$ cat config.mk
export PLATFORM = sky130hd
export DESIGN_NAME = rotary_encoder_position_counter
export DESIGN_NICKNAME = d
export VERILOG_FILES = /design/src/rep_pkg.sv /design/src/rotary_encoder_position_counter.sv
export SDC_FILE = /design/constraint.sdc
export NUM_CORES = 1
export LEC_CHECK = 0
export ABC_AREA = 1
export BUFFER_PORTS_ARGS = -buffer_cell sky130_fd_sc_hd__clkbuf_2
export CAP_MARGIN = 0
export CORE_MARGIN = 2
export CORE_UTILIZATION = 45
export CTS_BUF_LIST = sky130_fd_sc_hd__clkbuf_16
export DETAILED_ROUTE_END_ITERATION = 8
export GPL_TIMING_DRIVEN = 0
export HOLD_SLACK_MARGIN = 0.02
export PLACE_DENSITY = 0.74
export SLEW_MARGIN = 10
export SYNTH_ARGS = -nofsm -noshare
export SYNTH_HDL_FRONTEND = slang
export SYNTH_SLANG_ARGS = --single-unit
$ cat constraint.sdc
create_clock -name clk -period 5.8 [get_ports clk]
set_clock_uncertainty 0.15 [all_clocks]
set_input_delay 0.58 -clock clk [delete_from_list [all_inputs] [get_ports clk]]
set_output_delay 0.58 -clock clk [all_outputs]
set_load 0.005 [all_outputs]
$ cat src/rep_pkg.sv
// rep_pkg: shared types, codes and decoder state tables for the rotary encoder
// position counter
// no dependencies
`default_nettype none

package rep_pkg;

  localparam int POSITION_WIDTH_DEF = 32;
  localparam int LIMIT_W            = 32;
  localparam int DIR_W              = 2;
  localparam int CFG_INDEX_W        = 2;
  localparam int STATE_W            = 3;
  localparam int ENTRY_W            = 5;

  // direction codes
  localparam logic [DIR_W-1:0] DIR_IDLE = 2'd0;
  localparam logic [DIR_W-1:0] DIR_CW   = 2'd1;
  localparam logic [DIR_W-1:0] DIR_CCW  = 2'd2;

  // item function codes
  localparam logic FUNC_SAMPLE = 1'b0;
  localparam logic FUNC_LOAD   = 1'b1;

  // register indexes
  localparam logic [CFG_INDEX_W-1:0] REG_HALF_MODE = 2'd0;
  localparam logic [CFG_INDEX_W-1:0] REG_LIMIT_MIN = 2'd1;
  localparam logic [CFG_INDEX_W-1:0] REG_LIMIT_MAX = 2'd2;
  localparam logic [CFG_INDEX_W-1:0] REG_ROLLOVER  = 2'd3;

  // table entry: emit code in [4:3], next state in [2:0]
  typedef logic [ENTRY_W-1:0] entry_t;

  localparam logic [1:0] EMIT_NONE = 2'b00;
  localparam logic [1:0] EMIT_CW   = 2'b01;
  localparam logic [1:0] EMIT_CCW  = 2'b10;

  localparam entry_t E_CW  = {EMIT_CW, 3'd0};
  localparam entry_t E_CCW = {EMIT_CCW, 3'd0};

  // full step table, column is {pin_b, pin_a}; unused row 7 falls back to start
  localparam entry_t FULL_TAB [0:7][0:3] = '{
    '{5'd0, 5'd2, 5'd4, 5'd0},
    '{5'd3, 5'd0, 5'd1, E_CW},
    '{5'd3, 5'd2, 5'd0, 5'd0},
    '{5'd3, 5'd2, 5'd1, 5'd0},
    '{5'd6, 5'd0, 5'd4, 5'd0},
    '{5'd6, 5'd5, 5'd0, E_CCW},
    '{5'd6, 5'd5, 5'd4, 5'd0},
    '{5'd0, 5'd2, 5'd4, 5'd0}
  };

  // half step table; unused rows 6 and 7 fall back to start
  localparam entry_t HALF_TAB [0:7][0:3] = '{
    '{5'd3,         5'd2, 5'd1, 5'd0},
    '{E_CCW | 5'd3, 5'd0, 5'd1, 5'd0},
    '{E_CW | 5'd3,  5'd2, 5'd0, 5'd0},
    '{5'd3,         5'd5, 5'd4, 5'd0},
    '{5'd3,         5'd3, 5'd4, E_CW},
    '{5'd3,         5'd5, 5'd3, E_CCW},
    '{5'd3,         5'd2, 5'd1, 5'd0},
    '{5'd3,         5'd2, 5'd1, 5'd0}
  };

endpackage

`default_nettype wire

$ cat src/rotary_encoder_position_counter.sv
// rotary_encoder_position_counter: encoder state table decoder and limited
// position counter, one item in and one item out per cycle while out_stall does not hold a result
// depends on rep_pkg
//
//   channel   handshake              payload
//   -------   --------------------   -----------------------------------
//   in        in_valid / in_stall    func, pin_a, pin_b, load_value
//   out       out_valid / out_stall  direction, moved, position
//   cfg       cfg_we                 cfg_index, cfg_data
//
// table lookup and the step/clamp logic sit between the decoder/position
// registers and the output register, so a new item can be taken every clock
// while the previous result is being taken
// in_stall is raised only while a result waits in the output register and
// out_stall holds it
// rst (synchronous) returns the decoder to its start state, the position to
// zero and the registers to half mode off, limits=0, rollover=1
`default_nettype none

module rotary_encoder_position_counter #(
  parameter int POSITION_WIDTH = rep_pkg::POSITION_WIDTH_DEF
) (
  input  logic                                clk,
  input  logic                                rst,
  // configuration
  input  logic                                cfg_we,
  input  logic [rep_pkg::CFG_INDEX_W-1:0]     cfg_index,
  input  logic [rep_pkg::LIMIT_W-1:0]         cfg_data,
  // input items
  input  logic                                in_valid,
  output logic                                in_stall,
  input  logic                                func,
  input  logic                                pin_a,
  input  logic                                pin_b,
  input  logic signed [rep_pkg::LIMIT_W-1:0]  load_value,
  // result items
  output logic                                out_valid,
  input  logic                                out_stall,
  output logic [rep_pkg::DIR_W-1:0]           direction,
  output logic                                moved,
  output logic signed [rep_pkg::LIMIT_W-1:0]  position
);

  import rep_pkg::*;

  // compare width: wide enough for both the position and the 32-bit limits
  localparam int CMP_W = (POSITION_WIDTH > LIMIT_W) ? POSITION_WIDTH : LIMIT_W;

  // configuration registers
  logic                      half_mode;
  logic signed [LIMIT_W-1:0] limit_min;
  logic signed [LIMIT_W-1:0] limit_max;
  logic                      rollover;

  // running state
  logic [STATE_W-1:0]               dec_state;
  logic [STATE_W-1:0]               dec_state_next;
  logic signed [POSITION_WIDTH-1:0] position_count;
  logic signed [POSITION_WIDTH-1:0] position_count_next;

  logic in_accept;
  logic out_load;

  // table lookup
  logic [1:0] col;
  entry_t     entry;
  logic       step_cw;
  logic       step_ccw;

  // limit handling
  logic                             limits_on;
  logic signed [CMP_W-1:0]          min_x;
  logic signed [CMP_W-1:0]          max_x;
  logic signed [POSITION_WIDTH-1:0] pos_step;
  logic signed [CMP_W-1:0]          step_x;
  logic signed [CMP_W-1:0]          load_x;
  logic signed [CMP_W-1:0]          pos_next_x;
  logic [DIR_W-1:0]                 direction_next;
  logic                             moved_next;

  // handshake: take a new item unless a result is stuck in the output register
  assign in_stall  = out_valid && out_stall;
  assign in_accept = in_valid && !in_stall;
  assign out_load  = in_accept;

  // decoder: column is {pin_b, pin_a}
  assign col      = {pin_b, pin_a};
  assign entry    = half_mode ? HALF_TAB[dec_state][col] : FULL_TAB[dec_state][col];
  assign step_cw  = (func == FUNC_SAMPLE) && (entry[4:3] == EMIT_CW);
  assign step_ccw = (func == FUNC_SAMPLE) && (entry[4:3] == EMIT_CCW);

  // limits only count when min is strictly below max
  assign limits_on = limit_min < limit_max;
  assign min_x     = CMP_W'(limit_min);
  assign max_x     = CMP_W'(limit_max);
  assign load_x    = CMP_W'(load_value);

  // one step up or down, wrapping in the position width
  assign pos_step = step_cw ? position_count + POSITION_WIDTH'(1)
                            : position_count - POSITION_WIDTH'(1);
  assign step_x   = CMP_W'(pos_step);

  always_comb begin
    dec_state_next      = dec_state;
    position_count_next = position_count;
    direction_next      = DIR_IDLE;
    moved_next          = 1'b0;
    if (func == FUNC_LOAD) begin
      // load: decoder untouched, value wrapped or clamped into range
      position_count_next = POSITION_WIDTH'(load_x);
      if (limits_on && (load_x < min_x)) begin
        position_count_next = rollover ? POSITION_WIDTH'(max_x) : POSITION_WIDTH'(min_x);
      end else if (limits_on && (load_x > max_x)) begin
        position_count_next = rollover ? POSITION_WIDTH'(min_x) : POSITION_WIDTH'(max_x);
      end
    end else begin
      dec_state_next = entry[STATE_W-1:0];
      if (step_cw || step_ccw) begin
        direction_next      = step_cw ? DIR_CW : DIR_CCW;
        moved_next          = 1'b1;
        position_count_next = pos_step;
        // leaving the range: wrap to the other limit or clamp at this one
        if (limits_on && step_cw && (step_x > max_x)) begin
          position_count_next = rollover ? POSITION_WIDTH'(min_x) : POSITION_WIDTH'(max_x);
          moved_next          = rollover;
        end else if (limits_on && step_ccw && (step_x < min_x)) begin
          position_count_next = rollover ? POSITION_WIDTH'(max_x) : POSITION_WIDTH'(min_x);
          moved_next          = rollover;
        end
      end
    end
  end

  // reported position is the low 32 bits of the sign-extended count
  assign pos_next_x = CMP_W'(position_count_next);

  // configuration and running state
  always_ff @(posedge clk) begin
    if (rst) begin
      half_mode      <= 1'b0;
      limit_min      <= '0;
      limit_max      <= '0;
      rollover       <= 1'b1;
      dec_state      <= '0;
      position_count <= '0;
    end else begin
      // a half mode write restarts the decoder
      if (cfg_we && (cfg_index == REG_HALF_MODE)) begin
        dec_state <= '0;
      end else if (in_accept) begin
        dec_state <= dec_state_next;
      end
      if (in_accept) begin
        position_count <= position_count_next;
      end
      if (cfg_we) begin
        unique case (cfg_index)
          REG_HALF_MODE: half_mode <= cfg_data[0];
          REG_LIMIT_MIN: limit_min <= cfg_data;
          REG_LIMIT_MAX: limit_max <= cfg_data;
          REG_ROLLOVER:  rollover  <= cfg_data[0];
        endcase
      end
    end
  end

  // output register
  always_ff @(posedge clk) begin
    if (rst) begin
      out_valid <= 1'b0;
    end else if (out_load) begin
      out_valid <= 1'b1;
    end else if (!out_stall) begin
      out_valid <= 1'b0;
    end
  end

  always_ff @(posedge clk) begin
    if (out_load) begin
      direction <= direction_next;
      moved     <= moved_next;
      position  <= pos_next_x[LIMIT_W-1:0];
    end
  end

  // a moved result always carries a direction
  a_moved_has_dir: assert property (@(posedge clk) disable iff (rst)
    out_valid && moved |-> direction != DIR_IDLE)
    else $error("moved without direction");

  // input is held back only by a waiting result
  a_stall_cause: assert property (@(posedge clk) disable iff (rst)
    in_stall |-> out_valid)
    else $error("input stalled with empty output register");

  // a load item never reports a step
  a_load_no_step: assert property (@(posedge clk) disable iff (rst)
    in_accept && (func == FUNC_LOAD) |=> out_valid && (direction == DIR_IDLE) && !moved)
    else $error("load item reported a step");

  // writing the half mode register returns the decoder to its start state
  a_half_mode_restart: assert property (@(posedge clk) disable iff (rst)
    cfg_we && (cfg_index == REG_HALF_MODE) |=> dec_state == '0)
    else $error("decoder not restarted on half mode write");

  // reset empties the output register
  a_reset_empty: assert property (@(posedge clk)
    rst |=> !out_valid)
    else $error("output valid after reset");

endmodule

`default_nettype wire
==> results.md, run 1 <==
* Clk_lat worst skew at 450 ps
* Pwr dens at 297.3 nW/um2
* CP bufs+invs at 6
* Non-filler cells, final at 2,757
* Pins Over Slew Limit at 0
* Part of the cycle the worst path needs at 96.11%
* # Max-Cap Violations at 0
* DP HPWL at about 43,000 um
* H-tree depth at 4
* Overall power at 4.797 mW
* LEAKAGE at 8.404 nW
* Fmax at 0.1794 GHz
* Post-Syn Nets at 2,471
* Post-route minimum period at 5574 ps
* Routed wire length at 52,660 um
* CP max-delay cell: xor2_1
* Tightest Pin Transition at 783.0 ps
* I/O Pins at 111
* Maximum VDD drop at about 0.00018 V
* Final nets at 2,615
* DRT iter0 DRCs at 1,617
* Max transition margin at 47.80%
* Die H at 180.1 um
* Share of Yosys cell area claimed by the top area cell type at 17.21%
* Family with the most delay on the worst path: simple AND/OR/NAND/NOR gates
* CTS Sinks at 137
* First-pass GRT wire length at 79,050 um
* ANT nets after route at 0
* Clock slew at reported path FFs at 70 ps
* Drt drc at 0
* Outcome: completed
* Crit start category: flip-flop
* WHS at 224.3 ps
* Ys async rst share at 0%
* Initial antenna violation count at 0
* Inserted Clock Buffers at 17
* Cell Count Post-Placement at 2,709
* Share of cells above drive strength 1 at 12.16%
* Num rows at 64
* Port Buffers at 108
* CTS tree: built
* Worst EP required at 5980 ps
* Drt wl/cell at 19.10 um
* Core ar. at 30,590 um2
* Placed Area at ~15,000 um2
* Post-Layout Inst Area at 16,140 um2
* Slowest stage delay, CP at 520 ps
* WS Path Type: reg2reg
* Placer congestion estimate at 0.9877
* Clock Path Buffers at 2
* Ant diodes at 0
* Yosys warns at 0
* P&R area growth vs syn at 15.63%
* Final hold vios at 0
* Starting Density at 45.63%
* CP most frequent cell: nand2_1
* Critical Path AT at 5760 ps
* Post-synthesis instance area at 13,960 um2
* Vias in the first global route at 14,730
* Top-count cell post-synth: nand2_1
* Die width at 180.1 um
* Full die area at 32,440 um2
* CTS root buf: clkbuf_16
* Library cells used by synthesis at 48
* Detailed-route via count at 15,620
* Total GRT Usage at approximately 31%
* Syn avg cell area at 6.333 um2
* Post-synth top flop: dfxtp_1
* CP max FO at 9
* Global route total overflow at 0
* Largest net degree at the start of global routing at 35
* Drt pass-1 iters at 5
* Sequential cell area fraction in the yosys report at 22.16%
* Synth top area cells: ha_1, nand2_1, dfxtp_1
* Synth top cells by count: nand2_1, inv_1, nand3_1
* Post-synth EDFFs at 35
* Syn Inst Count at around 2,200
* Worst hold-check path type: in2reg
* Final setup viols at 0
* Post-synth top area cell: ha_1
* Worst setup EP type: flip-flop
* DR vias/cell at 5.664
* Fillers at just over 3,000
* FF+latch count, synth at 137
[registers in the layout, indices dropped and copies added, names as in the netlist]
name	flops
position_count	32
half_mode	1
limit_max	32
moved	1
out_valid	1
limit_min	32
direction	2
position	32
dec_state	3
rollover	1
[routing by layer]
metal / vias to the layer above / GRT usage (%) / wire (um)
met4: 0 / 14.42 / 2320
met3: 132 / 3.274 / 4733
met2: 789 / 50.39 / 23510
li1: 7586 / - / -
met5: - / 0 / 0
met1: 7110 / 41.97 / 22090
[tightest hold or removal path, stage by stage]
cell,delay (ps)
clkbuf_2,80
inv_1,60
a21oi_1,60
[cells by family after synthesis]
| logic type | synth area share [%] |
|---|---|
| and+or+nand+nor | 32.04 |
| AOI/OAI and AO/OA | 16.49 |
| buffers and inverters | 10.77 |
| adders and majority gates | 17.36 |
| DFF | 22.16 |
| xor gates and xnor gates | 1.192 |
[stage by stage]
stage / TNS (ps) / setup WS, ps / util, %
2_1_floorplan: 0 / 941.4 / -
3_3_place_gp: -30970 / -555.8 / 49.01
3_5_place_dp: -31180 / -589.1 / 49.08
4_1_cts: 0 / 0.8371 / 51.40
5_1_grt: -1589 / -104.6 / 52.76
6_report: 0 / 225.7 / 52.76
[power breakdown]
| group | internal [mW] | switching [mW] |
|---|---|---|
| logic | 0.830 | 1.61 |
| clock network | 0.715 | 0.498 |
| registers | 1.08 | 0.0566 |
| total | 2.63 | 2.17 |
[cell type report]
type	instances	area, um2	share of cell area, %
tap	396	495.5	3.070
inverter	281	1055	6.536
multi-input combinational	1700	9707	60.15
sequential	137	3097	19.19
clock inverter	12	133.9	0.8296
timing repair buffer	123	690.7	4.280
buffer	88	459.2	2.845
clock buffer	20	500.5	3.101
[what timing repair did]
action,in CTS,in global routing
hold buffers,0,0
gates cloned,0,2
endpoints found under the setup margin,65,65
gates resized for setup,12,73
setup buffers,2,12
pin swaps,3,17
[cells in the final DEF (no fill, tap or decap), types with 8 or more instances in the layout]
cell,instances
xor2_1,10
nand3b_1,14
buf_6,10
ha_1,184
nand2_1,590
nor3_1,12
buf_4,17
o21ai_0,202
nand3_1,228
a21oi_2,9
nand2_2,12
clkbuf_16,20
clkbuf_2,109
nand3_2,9
ha_2,8
nand4_1,14
edfxtp_1,35
o21a_1,8
a21oi_1,187
nor2_1,137
inv_2,11
buf_2,21
inv_1,269
dfxtp_1,99
clkbuf_1,46
[worst paths after layout]
kind | from | end | slack (ps) | depth (start not counted)
worst max-delay path | dec_state[1] | position_count[29] | 230 | 34
worst min-delay path | in_valid | out_valid | 220 | 3
worst max register to register | dec_state[1] | position_count[29] | 230 | 34
worst min register to register | out_valid | out_valid | 340 | 2
Note: power is estimated with default switching activity, not from simulation.
==> run 2, diff against run 1 <==
- ABC_AREA: 1 -> 0
- HOLD_SLACK_MARGIN: 0.02 -> default
==> run 2 against run 1 <==
Net effect: the run now ends with setup timing left; largest power group unchanged; final cell count shrank 20%; non-clock buffer count grew 48; power shrank 1.6%; largest cell class unchanged; critical path depth shrank 8; critical path type unchanged; clock power shrank 5%.
==> results.md, run 2 <==
* Clock Path Buffers at 2 (unchanged)
* Part of the cycle the worst path needs at 114.6% (was 96.11%)
* Share of cells above drive strength 1 at 23.72% (was 12.16%)
* Post-synth EDFFs at 35 (unchanged)
* RSZ-0062 raised after global routing: true
* Final hold vios at 0 (unchanged)
* Critical Path AT at 6830 ps (was 5760 ps)
* Final nets at 2,075 (was 2,615)
* CP max-delay cell: a2111oi_4 (was xor2_1)
* Detailed-route via count at 14,100 (was 15,620)
* Worst hold-check path type: in2reg (unchanged)
* Post-route minimum period at 6648 ps (was 5574 ps)
* I/O Pins at 111 (unchanged)
* Post-synthesis instance area at 12,600 um2 (was 13,960 um2)
* Tightest Pin Transition at 1143 ps (was 783.0 ps)
* Drt pass-1 iters at 7 (was 5)
* Die width at 171.3 um (was 180.1 um)
* Port Buffers at 109 (was 108)
* Initial antenna violation count at 0 (unchanged)
* Syn avg cell area at 7.870 um2 (was 6.333 um2)
* # Max-Cap Violations at 0 (unchanged)
* Synth top cells by count: nand2_1, ha_1, a21oi_1 (was nand2_1, inv_1, nand3_1)
* Top-count cell post-synth: nand2_1 (unchanged)
* Hold_sp: cfg_data[19] (was in_valid)
* Outcome: finished, violations left (was completed)
* Slowest stage delay, CP at 450 ps (was 520 ps)
* PnR worst setup slack at -848.2 ps (was 225.7 ps)
* Hold buffers post-CTS at 0 (unchanged)
* CTS tree: built (unchanged)
* Worst slack at placement at -2511 ps (was -589.1 ps)
* Origin of the worst setup path: dec_state[0] (was dec_state[1])
* P&R area growth vs syn at 28.16% (was 15.63%)
* Drt drc at 0 (unchanged)
* Post-Syn Nets at 1,868 (was 2,471)
* Worst setup EP type: flip-flop (unchanged)
* Largest net degree at the start of global routing at 36 (was 35)
* Full die area at 29,350 um2 (was 32,440 um2)
* Drt wl/cell at 23.35 um (was 19.10 um)
* DRT iter0 DRCs at 1,668 (was 1,617)
* Routed wire length at 51,350 um (was 52,660 um)
* Library cells used by synthesis at 90 (was 48)
* CP max FO at 7 (was 9)
* LEAKAGE at 6.507 nW (was 8.404 nW)
* Syn Inst Count at 1,601 (was 2,204)
* Starting Density at 45.48% (was 45.63%)
* Worst EP required at 5980 ps (about the same)
* Pins Over Slew Limit at 0 (unchanged)
* DR vias/cell at 6.410 (was 5.664)
* Failing checks: setup timing
* Inserted Clock Buffers at 17 (unchanged)
* ANT nets after route at 0 (unchanged)
* Yosys warns at 0 (unchanged)
* Sequential cell area fraction in the yosys report at 24.55% (was 22.16%)
* CP most frequent cell: ha_4 (was nand2_1)
* Core ar. at 27,710 um2 (was 30,590 um2)
* Synth top area cells: ha_1, dfxtp_1, edfxtp_1 (was ha_1, nand2_1, dfxtp_1)
* Clk_lat worst skew at 440 ps (was 450 ps)
* Post-synth top flop: dfxtp_1 (unchanged)
* Placer congestion estimate at 1.050 (was 0.9877)
* Fmax at 0.1504 GHz (was 0.1794 GHz)
* Share of Yosys cell area claimed by the top area cell type at 19.07% (was 17.21%)
* First-pass GRT wire length at 76,010 um (was 79,050 um)
* Ant diodes at 0 (unchanged)
* Global route total overflow at 0 (unchanged)
* Num rows at 61 (was 64)
* Vias in the first global route at 13,110 (was 14,730)
* Cell Count Post-Placement at 2,089 (was 2,709)
* Maximum VDD drop at 0.0001761 V (was 0.0001798 V)
* Most frequent cells in the layout: nand2_1, ha_1, a21oi_1, nor2_1, clkbuf_2 (was nand2_1, inv_1, nand3_1, o21ai_0, a21oi_1)
* Most common cell after layout, fill and taps aside: nand2_1 (unchanged)
* WHS at 216.6 ps (was 224.3 ps)
* DP HPWL at 38,740 um (was 43,140 um)
* H-tree depth at 4 (unchanged)
* Die H at 171.3 um (was 180.1 um)
* CTS Sinks at 137 (unchanged)
* Clock slew at reported path FFs at 70 ps (about the same)
* Final setup viols at 65 (was 0)
* WS Path Type: reg2reg (unchanged)
* Ys async rst share at 0% (unchanged)
* Non-filler cells, final at 2,199 (was 2,757)
* Crit start category: flip-flop (unchanged)
* Total GRT Usage at 34.46% (was 31.20%)
* Reg2reg start: dec_state[0] (was dec_state[1])
* Fillers at 2,410 (was 3,074)
* FF+latch count, synth at 137 (unchanged)
* Max transition margin at 23.64% (was 47.80%)
* Pwr dens at 292.3 nW/um2 (was 297.3 nW/um2)
* Post-synth top area cell: ha_1 (unchanged)
* CTS root buf: clkbuf_16 (unchanged)
==> run 2: changes by cell type after synthesis, sizes merged, moves of 28 or more <==
cell	before	now
nand3	237	27
o21ai	216	90
a21o	6	34
inv	279	91
nand2	605	225
o221ai	0	32
==> run 2: stage by stage <==
stage / setup TNS, ps / util [%] / total power, mW / cell area, um2
2_1_floorplan: -44760 / - / 2.509 / 12800
3_5_place_dp: -139160 / 49.97 / 3.106 / 13840
4_1_cts: -39920 / 56.68 / 4.514 / 15700
6_report: -45990 / 58.28 / 4.719 / 16150
3_3_place_gp: -135670 / 49.89 / 3.058 / 13820
5_1_grt: -57870 / 58.28 / 4.945 / 16150
==> run 2: logic make-up (layout without fill, tap and decap cells) <==
| family | Yosys count | after routing | synth area share, % |
|---|---|---|---|
| mux | 16 | 16 | 1.321 |
| simple gates | 519 | 519 | 18.67 |
| flops | 137 | 137 | 24.55 |
| compound gates | 542 | 542 | 29.09 |
| buf+inv | 164 | 384 | 5.064 |
| fa+ha+maj | 193 | 193 | 19.23 |
| xor+xnor | 30 | 30 | 2.085 |
==> run 2: where the power goes <==
part	switching, mW	internal (mW)	total [mW]
Clock	0.459	0.695	1.15
Sequential	0.0699	1.07	1.14
Combinational	1.45	0.974	2.42
==> run 2: critical path: cells and delay by family, from the launching register on <==
| kind | cells | cell delay (ps) |
|---|---|---|
| fa+ha+maj | 3 | 620 |
| simple gates | 6 | 1030 |
| flops | 1 | 390 |
| buf+inv | 4 | 470 |
| compound gates | 13 | 3880 |
==> run 2: worst paths after layout <==
kind	endpoint	slack [ps]	cells after the start
setup / recovery	position_count[21]	-850	26
hold reg to reg	limit_max[2]	310	2
setup reg to reg	position_count[21]	-850	26
hold / removal	limit_max[19]	220	3
==> run 2: what timing repair did <==
action                     4_1_cts  5_1_grt
buffers inserted                58       21
cloned                           5        0
setup endpoints to repair       65       65
resized for setup              160       71
pin swaps                       76       44
==> run 2: layout make-up <==
class | count | area (um2) | area share (%)
timing repair inverter | 1 | 7.507 | 0.04649
timing repair buffer | 191 | 1311 | 8.120
tap | 378 | 473.0 | 2.929
sequential | 137 | 3103 | 19.22
buffer | 68 | 345.3 | 2.139
clock inverter | 14 | 153.9 | 0.9530
clock buffer | 18 | 450.4 | 2.789
inverter | 92 | 357.8 | 2.216
multi-input combinational | 1300 | 9946 | 61.59
==> run 2: per-layer routing <==
layer / GRT usage, % / up-vias / wire length (um)
met3: 6.995 / 223 / 5465
met5: 0 / - / 0
li1: - / 6421 / -
met1: 46.05 / 6539 / 20870
met4: 18.90 / 0 / 3339
met2: 52.00 / 913 / 21670
==> run 3, diff against run 2 <==
- BUFFER_PORTS_ARGS: -buffer_cell sky130_fd_sc_hd__clkbuf_2 -> default
- CORE_MARGIN: 2 -> default
- DONT_BUFFER_PORTS: default -> 1
- PLACE_DENSITY: 0.74 -> 0.71
- SKIP_CTS_REPAIR_TIMING: default -> 1
==> run 3 against run 2 <==
Net effect: the run still ends with setup timing left; sequential power about the same; count of clock-buffer cells in the layout decreased by 1; global-route usage down 0.82 points; final cell count is 6.3% lower; cell area is 6.7% lower; combinational power down 8.7%; non-clock buffer count down 133; via count down 5.5%; highest routed layer unchanged; first-iteration DRC count increased by 3.1%; die area is 2.3% lower; hold slack got worse by 100 ps.
==> results.md, run 3 (same netlist as run 2, synthesis figures left out) <==
* Initial antenna violation count at 0 (unchanged)
* Total GRT Usage at 33.64% (was 34.46%)
* Clk_lat worst skew at 440 ps (about the same)
* Post-route minimum period at 6863 ps (was 6648 ps)
* Largest net degree at the start of global routing at 31 (was 36)
* Failing checks: setup timing (unchanged)
* Maximum VDD drop at 0.0001801 V (was 0.0001761 V)
* Ant diodes at 0 (unchanged)
* Die H at 169.3 um (was 171.3 um)
* Die width at 169.3 um (was 171.3 um)
* Most common cell after layout, fill and taps aside: nand2_1 (unchanged)
* # Max-Cap Violations at 0 (unchanged)
* Worst EP required at 5800 ps (was 5980 ps)
* Outcome: finished, violations left (unchanged)
* P&R area growth vs syn at 19.52% (was 28.16%)
* I/O Pins at 111 (unchanged)
* Inserted Clock Buffers at 17 (unchanged)
* CP most frequent cell: a221o_1 (was ha_4)
* Part of the cycle the worst path needs at 118.3% (was 114.6%)
* Critical Path AT at 6860 ps (was 6830 ps)
* Placer congestion estimate at 0.9879 (was 1.050)
* Clock Path Buffers at 2 (unchanged)
* Num rows at 60 (was 61)
* RSZ-0062 raised after global routing: true (unchanged)
* Detailed-route via count at 13,330 (was 14,100)
* Pwr dens at 297.4 nW/um2 (was 292.3 nW/um2)
* Pins Over Slew Limit at 0 (unchanged)
* Max transition margin at 25.58% (was 23.64%)
* Crit start category: flip-flop (unchanged)
* CP max FO at 8 (was 7)
* First-pass GRT wire length at 71,990 um (was 76,010 um)
* Global route total overflow at 0 (unchanged)
* DRT iter0 DRCs at 1,720 (was 1,668)
* CTS tree: built (unchanged)
* Drt drc at 0 (unchanged)
* CTS root buf: clkbuf_16 (unchanged)
* Fmax at 0.1457 GHz (was 0.1504 GHz)
* Worst setup EP type: flip-flop (unchanged)
* Share of cells above drive strength 1 at 14.99% (was 23.72%)
* Port Buffers at 0 (was 109)
* LEAKAGE at 5.864 nW (was 6.507 nW)
* ANT nets after route at 0 (unchanged)
* Overall power at 4.479 mW (was 4.719 mW)
* Routed wire length at 50,200 um (was 51,350 um)
* DR vias/cell at 6.469 (was 6.410)
* Full die area at 28,670 um2 (was 29,350 um2)
* Tightest Pin Transition at 1114 ps (was 1143 ps)
* Clock slew at reported path FFs at 70 ps (about the same)
* Starting Density at 46.36% (was 45.48%)
* Drt pass-1 iters at 6 (was 7)
* Final setup viols at 65 (unchanged)
* WHS at 113.8 ps (was 216.6 ps)
* CP max-delay cell: a2111oi_4 (unchanged)
* Core ar. at 27,180 um2 (was 27,710 um2)
* DP HPWL at 39,330 um (was 38,740 um)
* Most frequent cells in the layout: nand2_1, ha_1, a21oi_1, nor2_1, dfxtp_1 (was nand2_1, ha_1, a21oi_1, nor2_1, clkbuf_2)
* Drt wl/cell at 24.37 um (was 23.35 um)
* CTS Sinks at 137 (unchanged)
* Vias in the first global route at 12,080 (was 13,110)
* Slowest stage delay, CP at 440 ps (was 450 ps)
* Final hold vios at 0 (unchanged)
* Worst hold-check path type: in2reg (unchanged)
* Final nets at 1,942 (was 2,075)
* H-tree depth at 4 (unchanged)
* PnR worst setup slack at -1063 ps (was -848.2 ps)
* WS Path Type: reg2reg (unchanged)
==> run 3: report_power, final <==
part	switching [mW]	internal, mW	leakage (nW)
Sequential	0.0775	1.08	1.19
Clock	0.483	0.633	0.273
Combinational	1.34	0.870	4.41
Total	1.90	2.58	5.86
==> run 3: final timing paths <==
path / to / slack [ps] / cells past startpoint / from
setup / recovery: position[9] / -1060 / 29 / dec_state[0]
hold / removal: rollover / 110 / 1 / cfg_data[0]
setup reg to reg: position[9] / -1060 / 29 / dec_state[0]
hold reg to reg: limit_max[12] / 310 / 2 / limit_max[12]
==> run 3: final cells by class <==
| type | count | area (um2) |
|---|---|---|
| flip-flops and latches | 137 | 3104 |
| repair buffers | 57 | 508.0 |
| inverters | 92 | 359.1 |
| repair inverters | 1 | 7.507 |
| well taps | 372 | 465.4 |
| clock buffers | 17 | 425.4 |
| clock inverters | 15 | 151.4 |
| multi-input cells | 1300 | 9674 |
| plain buffers | 69 | 364.1 |
| fillers | 2573 | 12120 |
==> run 3: per-layer routing <==
metal | global-route usage [%] | vias up | wire, um
met3 | 6.740 | 160 | 5074
li1 | - | 6145 | -
met5 | 0 | - | 0
met4 | 15.55 | 0 | 2252
met1 | 46.27 | 6266 | 21280
met2 | 50.40 | 755 | 21590
==> run 3: through the flow <==
step           setup WS, ps  cells  instance area (um2)  util, %  TNS, ps
6_report              -1063   2060                15060    55.41   -56840
2_1_floorplan        -960.6   1601                12800        -   -44760
3_3_place_gp          -2373   1973                13270    48.83  -128720
4_1_cts               -2464   2006                13870    51.03  -135110
3_5_place_dp          -2419   1974                13290    48.90  -132030
5_1_grt               -1216   2060                15060    55.41   -68480
==> run 3: worst max-delay path, delay by kind of cell (launching register included) <==
family	cells	cell delay, ps
adder cells (fa/ha/maj)	3	770
AND/OR/NAND/NOR	7	1320
AO/OA/AOI/OAI	12	2970
flip-flops	1	410
XOR/XNOR	1	190
buffers and inverters	6	750
